**src/rtl/core/mvsm_pkg.sv**
```systemverilog
// mvsm_pkg: shared types and constants for the voice mixer
// no dependencies
package mvsm_pkg;

  localparam int unsigned SlotsDef       = 16;
  localparam int unsigned SampleWordsDef = 65536;

  typedef enum logic [2:0] {
    OP_WRITE = 3'd0,
    OP_START = 3'd1,
    OP_STOP  = 3'd2,
    OP_STOPALL = 3'd3,
    OP_TICK  = 3'd4
  } opcode_e;

  typedef enum logic [2:0] {
    ST_IDLE,
    ST_ADV,
    ST_RD0,
    ST_RD1,
    ST_ACC,
    ST_DONE
  } state_e;

  // controller to datapath
  typedef struct packed {
    logic do_write;
    logic do_start;
    logic do_stop;
    logic do_stopall;
    logic clr_sum;
    logic advance;
    logic rd_first;
    logic rd_second;
    logic accumulate;
    logic next_slot;
    logic emit;
    logic emit_frame;
  } cmd_t;

  // datapath to controller
  typedef struct packed {
    logic slot_live;
    logic slot_last;
    logic two_reads;
  } stat_t;

endpackage

```
**src/rtl/core/mvsm_ctrl.sv**
```systemverilog
// mvsm_ctrl: sequencer for item decode and the per-voice tick walk
// depends on mvsm_pkg
module mvsm_ctrl import mvsm_pkg::*; (
  input  logic        clk_i,
  input  logic        rst_ni,
  input  logic        start,
  input  logic [2:0]  opcode_i,
  input  stat_t       stat_i,
  output logic        busy,
  output cmd_t        cmd_o
);

  state_e state_q, state_d;
  logic   tick_q, tick_d;

  always_ff @(posedge clk_i or negedge rst_ni) begin
    if (!rst_ni) begin
      state_q <= ST_IDLE;
      tick_q  <= 1'b0;
    end else begin
      state_q <= state_d;
      tick_q  <= tick_d;
    end
  end

  always_comb begin
    state_d = state_q;
    tick_d  = tick_q;
    unique case (state_q)
      ST_IDLE: begin
        if (start) begin
          tick_d  = (opcode_i == OP_TICK);
          state_d = (opcode_i == OP_TICK) ? ST_ADV : ST_DONE;
        end
      end
      ST_ADV: state_d = stat_i.slot_live ? ST_RD0 : (stat_i.slot_last ? ST_DONE : ST_ADV);
      ST_RD0: state_d = stat_i.two_reads ? ST_RD1 : ST_ACC;
      ST_RD1: state_d = ST_ACC;
      ST_ACC: state_d = stat_i.slot_last ? ST_DONE : ST_ADV;
      ST_DONE: state_d = ST_IDLE;
      default: state_d = ST_IDLE;
    endcase
  end

  always_comb begin
    cmd_o = '0;
    busy  = (state_q != ST_IDLE);
    unique case (state_q)
      ST_IDLE: begin
        if (start) begin
          cmd_o.do_write   = (opcode_i == OP_WRITE);
          cmd_o.do_start   = (opcode_i == OP_START);
          cmd_o.do_stop    = (opcode_i == OP_STOP);
          cmd_o.do_stopall = (opcode_i == OP_STOPALL);
          cmd_o.clr_sum    = 1'b1;
        end
      end
      ST_ADV: begin
        cmd_o.advance   = 1'b1;
        cmd_o.next_slot = !stat_i.slot_live;
      end
      ST_RD0: cmd_o.rd_first  = 1'b1;
      ST_RD1: cmd_o.rd_second = 1'b1;
      ST_ACC: begin
        cmd_o.accumulate = 1'b1;
        cmd_o.next_slot  = 1'b1;
      end
      ST_DONE: begin
        cmd_o.emit       = 1'b1;
        cmd_o.emit_frame = tick_q;
      end
      default: ;
    endcase
  end

endmodule

```
**config.mk**
```make
export PLATFORM = sky130hd
export DESIGN_NAME = mvsm_ctrl
export DESIGN_NICKNAME = d
export VERILOG_FILES = /design/src/rtl/core/mvsm_pkg.sv /design/src/rtl/core/mvsm_ctrl.sv
export SDC_FILE = /design/constraint.sdc
export NUM_CORES = 1
export LEC_CHECK = 0
export BUFFER_PORTS_ARGS = -buffer_cell sky130_fd_sc_hd__clkbuf_2
export CORE_AREA = 2 2 39 41
export CTS_CLUSTER_DIAMETER = 80
export DETAILED_ROUTE_END_ITERATION = 16
export DIE_AREA = 0 0 41 43
export PLACE_DENSITY = 0.6
export SYNTH_ARGS = -nofsm -noshare
export SYNTH_HDL_FRONTEND = slang
export SYNTH_SLANG_ARGS = --single-unit
```
**constraint.sdc**
```tcl
create_clock -name clk_i -period 1.8 [get_ports clk_i]
set_clock_uncertainty 0.1 [all_clocks]
set_input_delay 0 -clock clk_i [delete_from_list [all_inputs] [get_ports clk_i]]
set_output_delay 0 -clock clk_i [all_outputs]
set_load 0.01 [all_outputs]
```
==> results.sh, run 1 <==
export IMPL_min_path_type="primary input to flip-flop"
export IMPL_gr_usage_met1=0.115
export IMPL_via_per_inst=4.67
export IMPL_synth_seq_area_share=0.281
export IMPL_powerDensity_nw_per_um2=1360
export IMPL_cts_max_level=1
export IMPL_n_antenna_cell=0
export IMPL_drcViolationCount=0
export IMPL_period_share=0.918
export IMPL_cts_setup_buffers=0
export IMPL_reg2reg_depth=4
export IMPL_seq_power_share=0.303
export IMPL_required_ps=1870
export IMPL_fin_crit_ps=1650
export IMPL_yosys_top_cells_area="dfrtp_1 28%, nor4b_1 7.4%, mux2_2 6.3%"
export IMPL_power_leakage_uw=0.000276
export IMPL_p_sw_uw=316
export IMPL_place_gp_congestion=0.706
export IMPL_synthTopCellsByCount="4 x dfrtp_1, 3 x buf_2, 3 x nor4b_1"
export IMPL_synth_edff_count=0
export IMPL_ys_warn_count=0
export IMPL_wl_per_cell_um=10.1
export IMPL_io_pins=22
export IMPL_clk_latency_ps=240
export IMPL_hold_viol=0
export IMPL_drv_slew=0
export IMPL_irDropWorstVdd_uv=936
export IMPL_rsz0062_at_grt="no"
export IMPL_synth_area_um2=357
export IMPL_core_um2=1380
export IMPL_drive_gt1_frac=0.478
export IMPL_grt_first_pass_wirelength_um=1240
export IMPL_syn_inst=39
export IMPL_post_synth_top_count_cell="dfrtp_1"
export IMPL_p_int_uw=448
export IMPL_critical_path_peak_fanout=11
export IMPL_synthesis_nets=48
export IMPL_root_buffer="clkbuf_4"
export IMPL_drtIter0Drc=0
export IMPL_row_count=14
export IMPL_portBuffers=21
export IMPL_clock_sinks=4
export IMPL_busiest_layer="met2"
export IMPL_die_x_um=41
export IMPL_grt_pass1_vias=332
export IMPL_ant_nets=0
export IMPL_async_flop_share=1.00
export IMPL_start_util=0.258
export IMPL_drt_total_wl_um=838
export IMPL_worstMarginPinSlew_ps=355
export IMPL_grt_max_degree=15
export IMPL_status="completed"
export IMPL_clk_pin_slew_ps=30
export IMPL_cts_made_buffers=3
export IMPL_drv_cap=0
export IMPL_ys_seq_elements=4
export IMPL_ys_types=27
export IMPL_comb_power_share=0.551
export IMPL_track_usage=0.104
export IMPL_use_met3=0.0628
export IMPL_max_freq_ghz=0.605
export IMPL_fin_util=0.405
export IMPL_grt_overflow_total=0
export IMPL_gr_usage_met2=0.166
export IMPL_dr_pass1_iters=1
export IMPL_hold_ws_ps=63.5
export IMPL_relSlewSlack=0.763
export IMPL_synth_top_area_cell="dfrtp_1"
export IMPL_cp_start_kind="flip-flop"
export IMPL_sw_frac_of_total=0.414
export IMPL_holdPathStages=3
export IMPL_areaGrowthSynthToFinish_pct=57.2
export IMPL_vias=388
export IMPL_crit_type="flip-flop to flip-flop"
export IMPL_cts_tree="done"
export IMPL_cp_data_arrival_time_ps=1720
export IMPL_antenna_found_initial=0
export IMPL_die_h_um=43
export IMPL_synth_top_area_frac=0.281
export IMPL_final_setup_tns_ps=0
export IMPL_synthFlopType="dfrtp_1"
export IMPL_setup_viol=0
export IMPL_nNetsFinal=78
export IMPL_end_kind="flip-flop"
export IMPL_synth_area_per_cell_um2=9.14
export IMPL_pwr_share_clk=0.147
export IMPL_dieArea_um2=1760
export IMPL_cts_buffer_depth=2
## cells by family after synthesis
logic type             after synthesis  share of synthesized area
muxes                                2                     0.0632
buffers and inverters                4                     0.0526
DFF                                  4                      0.281
and+or+nand+nor                     24                      0.512
AOI/OAI and AO/OA                    5                     0.0912
## flip-flops by register name, summed over array words and instances, names as in the netlist
name	flops
state_q	3
tick_q	1
## critical path, cell delays in order, from the launching register on
cell and delay [ps]:
dfrtp_1 490, nor2b_1 230, nand2_1 80, a21oi_1 130, dlygate4sd3_1 560
## power by group through the flow
| stage | sequential, uW | combinational (uW) | clock, uW |
|---|---|---|---|
| 2_1_floorplan | 150 | 370 | 0 |
| 3_3_place_gp | 226 | 400 | 0 |
| 5_1_grt | 244 | 466 | 125 |
| 6_report | 231 | 421 | 112 |
| 4_1_cts | 227 | 426 | 118 |
| 3_5_place_dp | 228 | 402 | 0 |
## area by class of cell
class / instances / area (um2)
clock buffer: 3 / 22.5
timing repair buffer: 28 / 175
tap: 16 / 20.0
fill: 147 / 823
inverter: 1 / 3.75
sequential: 4 / 101
multi-input combinational: 31 / 238
## layout by cell type (no fill, tap or decap)
cell type and n:
clkbuf_2 21, dlygate4sd3_1 7, nor4b_1 3, clkbuf_4 3, dfrtp_1 3, nor3b_1 2
nand2b_1 2, nor2_1 2, nand3b_1 2, mux2_2 2, nor2b_1 1, and3_1 1
nor3b_2 1, or2_2 1, and3b_1 1, or3_4 1, nor2_4 1, nand3b_2 1
nor4bb_1 1, inv_1 1, and2_1 1, nor4_1 1, o21ai_0 1, or2_0 1
a31oi_1 1, o21a_1 1, o32ai_1 1, nand2_1 1, a21oi_1 1, dfrtp_2 1
## layer usage
| layer | up-vias | wire [um] |
|---|---|---|
| met4 | 0 | 0 |
| li1 | 200 | - |
| met3 | 0 | 75 |
| met1 | 172 | 361 |
| met2 | 16 | 401 |
| met5 | - | 0 |
## path summary, 6_finish.rpt
check | slack, ps | start | endpoint
max in group asynchronous | 370 | rst_ni | state_q[2]$_DFFE_PN0P_
worst min-delay path | 60 | start | state_q[0]$_DFFE_PN0P_
worst min register to register | 410 | tick_q$_DFFE_PN0P_ | tick_q$_DFFE_PN0P_
worst max-delay path | 150 | state_q[1]$_DFFE_PN0P_ | state_q[1]$_DFFE_PN0P_
worst max register to register | 150 | state_q[1]$_DFFE_PN0P_ | state_q[1]$_DFFE_PN0P_
min in group asynchronous | 530 | rst_ni | state_q[1]$_DFFE_PN0P_
## through the flow
stage               power [uW]  cell area [um2]  setup WS (ps)  std cells
detailed placement         630              467            329         73
global route               835              561           35.2         83
CTS                        771              559           81.9         83
finish                     764              561            148         83
global placement           626              467            357         73
floorplan                  519              357            467         39
## repair_timing
item | 4_1_cts | 5_1_grt
hold buffers | 7 | 0
endpoints found under the setup margin | 0 | 1
resized for setup | 0 | 1
hold endpoints to repair | 6 | 0
No activity file was read; power rests on OpenSTA's default activity.
==> run 2, diff against run 1 <==
- CELL_PAD_IN_SITES_DETAIL_PLACEMENT: not set -> 1
- CELL_PAD_IN_SITES_GLOBAL_PLACEMENT: not set -> 1
- CORE_AREA: 2 2 39 41 -> not set
- CORE_MARGIN: not set -> 2
- CORE_UTILIZATION: not set -> 27
- DIE_AREA: 0 0 41 43 -> not set
- PLACE_DENSITY: 0.6 -> 0.79
==> run 2 against run 1 <==
Compared with the run above: critical path depth decreased by 1; highest routed layer unchanged; largest power group unchanged; critical endpoint is now cmd_o[9]; register-to-register slack about the same; worst setup slack improved by 5.2 ps.
==> results.sh, run 2 (same netlist as run 1, synthesis figures left out) <==
export IMPL_dpl_hpwl_um=710
export IMPL_largest_reg_flops=3
export IMPL_multiInputGateArea_um2=240
export IMPL_via_per_inst=4.91
export IMPL_grt_overflow_total=0
export IMPL_worstMarginPinSlew_ps=379
export IMPL_nNetsFinal=76
export IMPL_fin_crit_ps=1650
export IMPL_final_common_cell="clkbuf_2"
export IMPL_status="completed"
export IMPL_path_buf_inv=1
export IMPL_clk_latency_ps=230
export IMPL_min_path_type="primary input to asynchronous set/reset pin"
export IMPL_areaGrowthSynthToFinish_pct=51.9
export IMPL_slowest_stage="dfrtp_1"
export IMPL_drtIter0Drc=1
export IMPL_cp_data_arrival_time_ps=1550
export IMPL_hold_ws_ps=3.34
export IMPL_path_cells="nand3b_2 -> nor4b_1 -> clkbuf_2"
export IMPL_critical_path_peak_fanout=14
export IMPL_max_stage_delay_ps=500
export IMPL_row_count=13
export IMPL_die_h_um=40.3
export IMPL_ant_nets=0
export IMPL_wl_per_cell_um=12.1
export IMPL_grt_max_degree=15
export IMPL_drv_cap=0
export IMPL_drt_total_wl_um=966
export IMPL_setup_viol=0
export IMPL_n_fill_cell=165
export IMPL_powerDensity_nw_per_um2=1430
export IMPL_rsz0062_at_grt="no"
export IMPL_cp_start_kind="flip-flop"
export IMPL_antenna_found_initial=0
export IMPL_cts_max_level=1
export IMPL_grt_first_pass_wirelength_um=1440
export IMPL_place_gp_congestion=0.709
export IMPL_crit_type="flip-flop to primary output"
export IMPL_placed_cell_area_um2=465
export IMPL_io_pins=22
export IMPL_end_kind="primary output"
export IMPL_fin_area_um2=542
export IMPL_hold_viol=0
export IMPL_power_leakage_uw=0.000269
export IMPL_relSlewSlack=0.747
export IMPL_irDropWorstVdd_uv=778
export IMPL_drcViolationCount=0
export IMPL_n_antenna_cell=0
export IMPL_regArea_um2=101
export IMPL_period_share=0.915
export IMPL_regMostFlops="state_q"
export IMPL_die_x_um=40.3
export IMPL_top_regs="state_q (3), tick_q (1)"
export IMPL_dr_pass1_iters=3
export IMPL_required_ps=1700
export IMPL_max_freq_ghz=0.607
export IMPL_root_buffer="clkbuf_4"
export IMPL_cpLargestDelayFamily="simple AND/OR/NAND/NOR gates"
export IMPL_drive_gt1_frac=0.508
export IMPL_cts_made_buffers=3
export IMPL_r2r_slack_ps=150
export IMPL_portBuffers=21
export IMPL_final_setup_tns_ps=0
export IMPL_clk_pin_slew_ps=40
export IMPL_clock_sinks=4
export IMPL_cts_buffer_depth=2
export IMPL_drv_slew=0
export IMPL_vias=393
export IMPL_final_cell_mix="21 x clkbuf_2, 5 x dlygate4sd3_1, 3 x nor4b_1, 3 x clkbuf_4, 3 x dfrtp_1"
export IMPL_core_um2=1270
export IMPL_track_usage=0.143
export IMPL_start_util=0.281
export IMPL_dieArea_um2=1630
export IMPL_grt_pass1_vias=331
export IMPL_cts_tree="done"
[run 2: where the power goes]
group | internal (uW) | total (uW) | switching, uW
logic | 240 | 426 | 186
clock network | 74.4 | 109 | 34.7
registers | 133 | 238 | 104
total | 448 | 773 | 324
[run 2: layout make-up]
type                    count  area share
clock buffers               3      0.0416
inverters                   1     0.00693
multi-input cells          31       0.443
flip-flops and latches      4       0.187
well taps                  15      0.0346
repair buffers             26       0.286
[run 2: per-stage QoR]
step	worst slack, ps	power (uW)	cells	util
finish	153	773	80	0.427
global route	28.3	857	80	0.427
CTS	53.1	774	80	0.424
global placement	360	627	72	0.367
detailed placement	301	640	72	0.367
floorplan	467	519	39	-
[run 2: path summary, 6_finish.rpt]
kind / startpoint / endpoint / cells past startpoint
min in group clk_i: start / state_q[0]$_DFFE_PN0P_ / 3
min reg2reg: tick_q$_DFFE_PN0P_ / tick_q$_DFFE_PN0P_ / 1
max in group asynchronous: rst_ni / state_q[0]$_DFFE_PN0P_ / 2
min: rst_ni / tick_q$_DFFE_PN0P_ / 2
max: state_q[2]$_DFFE_PN0P_ / cmd_o[9] / 3
max reg2reg: state_q[1]$_DFFE_PN0P_ / state_q[1]$_DFFE_PN0P_ / 4
[run 2: worst reg2reg max path: stages (launching register included)]
cell and delay [ps]:
dfrtp_1 500, nor2b_2 210, nand2_1 80, a21oi_1 140, dlygate4sd3_1 560
[run 2: per-layer routing]
layer	vias up	global-route usage	routed length (um)
li1	195	-	-
met1	183	0.159	402
met2	15	0.222	496
met3	0	0.0667	67
met4	0	0.0750	0
met5	-	0	0
[run 2: timing repair]
action                                  CTS  global route
setup buffers                             0             0
hold buffers                              5             0
endpoints found under the hold margin     6             0
endpoints found under the setup margin    0             1
resized for setup                         0             2
==> run 3, diff against run 2 <==
- CORE_MARGIN: 2 -> 3
- MAX_ROUTING_LAYER: not set -> met4
==> run 3 against run 2 <==
Compared with the run above: utilization is 4.1 points higher; critical path type is now flip-flop to flip-flop; die area is 10% higher; routed wire length rose by 14%; the run now ends with hold timing left; via count is 0.76% higher; combinational power increased by 1%; maximum frequency shrank 1.3%; sequential share of layout area is 0.21 points lower; worst hold slack worse by 15 ps; non-clock buffer count up 1; global-route usage is 2.6 points lower.
==> results.sh, run 3 (same netlist as run 1, synthesis figures left out) <==
export IMPL_status="finished with violations"
export IMPL_violations="hold timing"
export IMPL_regMostFlops="state_q"
export IMPL_dpl_hpwl_um=748
export IMPL_regArea_um2=101
export IMPL_hold_viol=1
export IMPL_grt_overflow_total=0
export IMPL_place_gp_congestion=0.774
export IMPL_final_cell_mix="21 x clkbuf_2, 6 x dlygate4sd3_1, 3 x nor4b_1, 3 x clkbuf_4, 3 x dfrtp_1"
export IMPL_required_ps=1870
export IMPL_cp_data_arrival_time_ps=1740
export IMPL_placed_cell_area_um2=464
export IMPL_via_per_inst=4.95
export IMPL_root_buffer="clkbuf_4"
export IMPL_max_stage_delay_ps=570
export IMPL_fin_util=0.468
export IMPL_vias=396
export IMPL_relSlewSlack=0.745
export IMPL_dieArea_um2=1790
export IMPL_slowest_stage="dlygate4sd3_1"
export IMPL_start_util=0.304
export IMPL_top_regs="state_q (3), tick_q (1)"
export IMPL_multiInputGateArea_um2=238
export IMPL_final_common_cell="clkbuf_2"
export IMPL_largest_reg_flops=3
export IMPL_gr_usage_met1=0.123
export IMPL_core_um2=1170
export IMPL_min_path_type="primary input to flip-flop"
export IMPL_hold_ws_ps=-11.2
export IMPL_crit_type="flip-flop to flip-flop"
export IMPL_io_pins=22
export IMPL_die_x_um=42.3
export IMPL_cts_made_buffers=3
export IMPL_power_leakage_uw=0.000272
export IMPL_n_antenna_cell=0
export IMPL_fin_crit_ps=1670
export IMPL_dr_pass1_iters=2
export IMPL_grt_first_pass_wirelength_um=1570
export IMPL_clk_latency_ps=240
export IMPL_period_share=0.927
export IMPL_drv_slew=0
export IMPL_antenna_found_initial=0
export IMPL_die_h_um=42.3
export IMPL_irDropWorstVdd_uv=636
export IMPL_ant_nets=0
export IMPL_track_usage=0.117
export IMPL_nNetsFinal=77
export IMPL_cts_buffer_depth=2
export IMPL_drv_cap=0
export IMPL_drtIter0Drc=2
export IMPL_clock_sinks=4
export IMPL_wl_per_cell_um=13.8
export IMPL_fin_area_um2=548
export IMPL_max_freq_ghz=0.599
export IMPL_grt_pass1_vias=372
export IMPL_grt_max_degree=15
export IMPL_areaGrowthSynthToFinish_pct=53.7
export IMPL_n_fill_cell=149
export IMPL_portBuffers=21
export IMPL_busiest_layer="met2"
export IMPL_critical_path_peak_fanout=11
export IMPL_cts_max_level=1
export IMPL_powerDensity_nw_per_um2=1420
export IMPL_worstMarginPinSlew_ps=377
export IMPL_cts_tree="done"
export IMPL_drive_gt1_frac=0.485
export IMPL_row_count=12
export IMPL_use_met3=0.0386
export IMPL_path_buf_inv=1
export IMPL_gr_usage_met2=0.204
export IMPL_end_kind="flip-flop"
export IMPL_drcViolationCount=0
export IMPL_cpLargestDelayFamily="buffers and inverters"
export IMPL_drt_total_wl_um=1100
export IMPL_path_cells="nor2b_1 -> nand2_1 -> a21oi_1 -> dlygate4sd3_1"
export IMPL_clk_pin_slew_ps=40
export IMPL_cp_start_kind="flip-flop"
export IMPL_setup_viol=0
[run 3: cell type report]
cell class                 count  share of cell area
tap                           14              0.0320
sequential                     4               0.185
inverter                       1             0.00685
timing repair buffer          27               0.301
multi-input combinational     31               0.434
clock buffer                   3              0.0411
[run 3: worst register-to-register path, stage by stage, from the launching register on]
cell	delay [ps]
dfrtp_1	490
nor2b_1	230
nand2_1	70
a21oi_1	140
dlygate4sd3_1	570
[run 3: where the power goes]
group,internal (uW),switching [uW],leakage (uW)
clock network,74.9,41.5,0.0000138
registers,133,100,0.0000504
logic,239,192,0.000208
[run 3: worst paths after layout]
kind,startpoint,to,slack (ps),depth (start not counted)
setup / recovery,state_q[1]$_DFFE_PN0P_,state_q[1]$_DFFE_PN0P_,130,4
hold / removal,stat_i[0],state_q[2]$_DFFE_PN0P_,-10,4
setup reg to reg,state_q[1]$_DFFE_PN0P_,state_q[1]$_DFFE_PN0P_,130,4
hold reg to reg,tick_q$_DFFE_PN0P_,tick_q$_DFFE_PN0P_,420,1
max in group asynchronous,rst_ni,state_q[0]$_DFFE_PN0P_,320,4
min in group asynchronous,rst_ni,state_q[1]$_DFFE_PN0P_,560,3
[run 3: metal layers]
layer / part of all wire / wire length (um)
met1: 0.40 / 439
met2: 0.54 / 590
met3: 0.045 / 50
met4: 0.018 / 20
met5: 0 / 0
[run 3: timing repair]
action | CTS | global route
endpoints found under the setup margin | 0 | 1
hold buffers | 6 | 0
endpoints found under the hold margin | 6 | 0
gates resized for setup | 0 | 1
buffers inserted | 0 | 0
[run 3: per-stage QoR]
stage,power (uW),TNS [ps],instances,worst slack [ps]
after global routing,849,-1.95,80,-1.95
final,781,0,80,132
after CTS,778,0,80,75.2
after global placement,630,0,71,352
after floorplan,519,0,39,467
after detailed placement,644,0,71,288
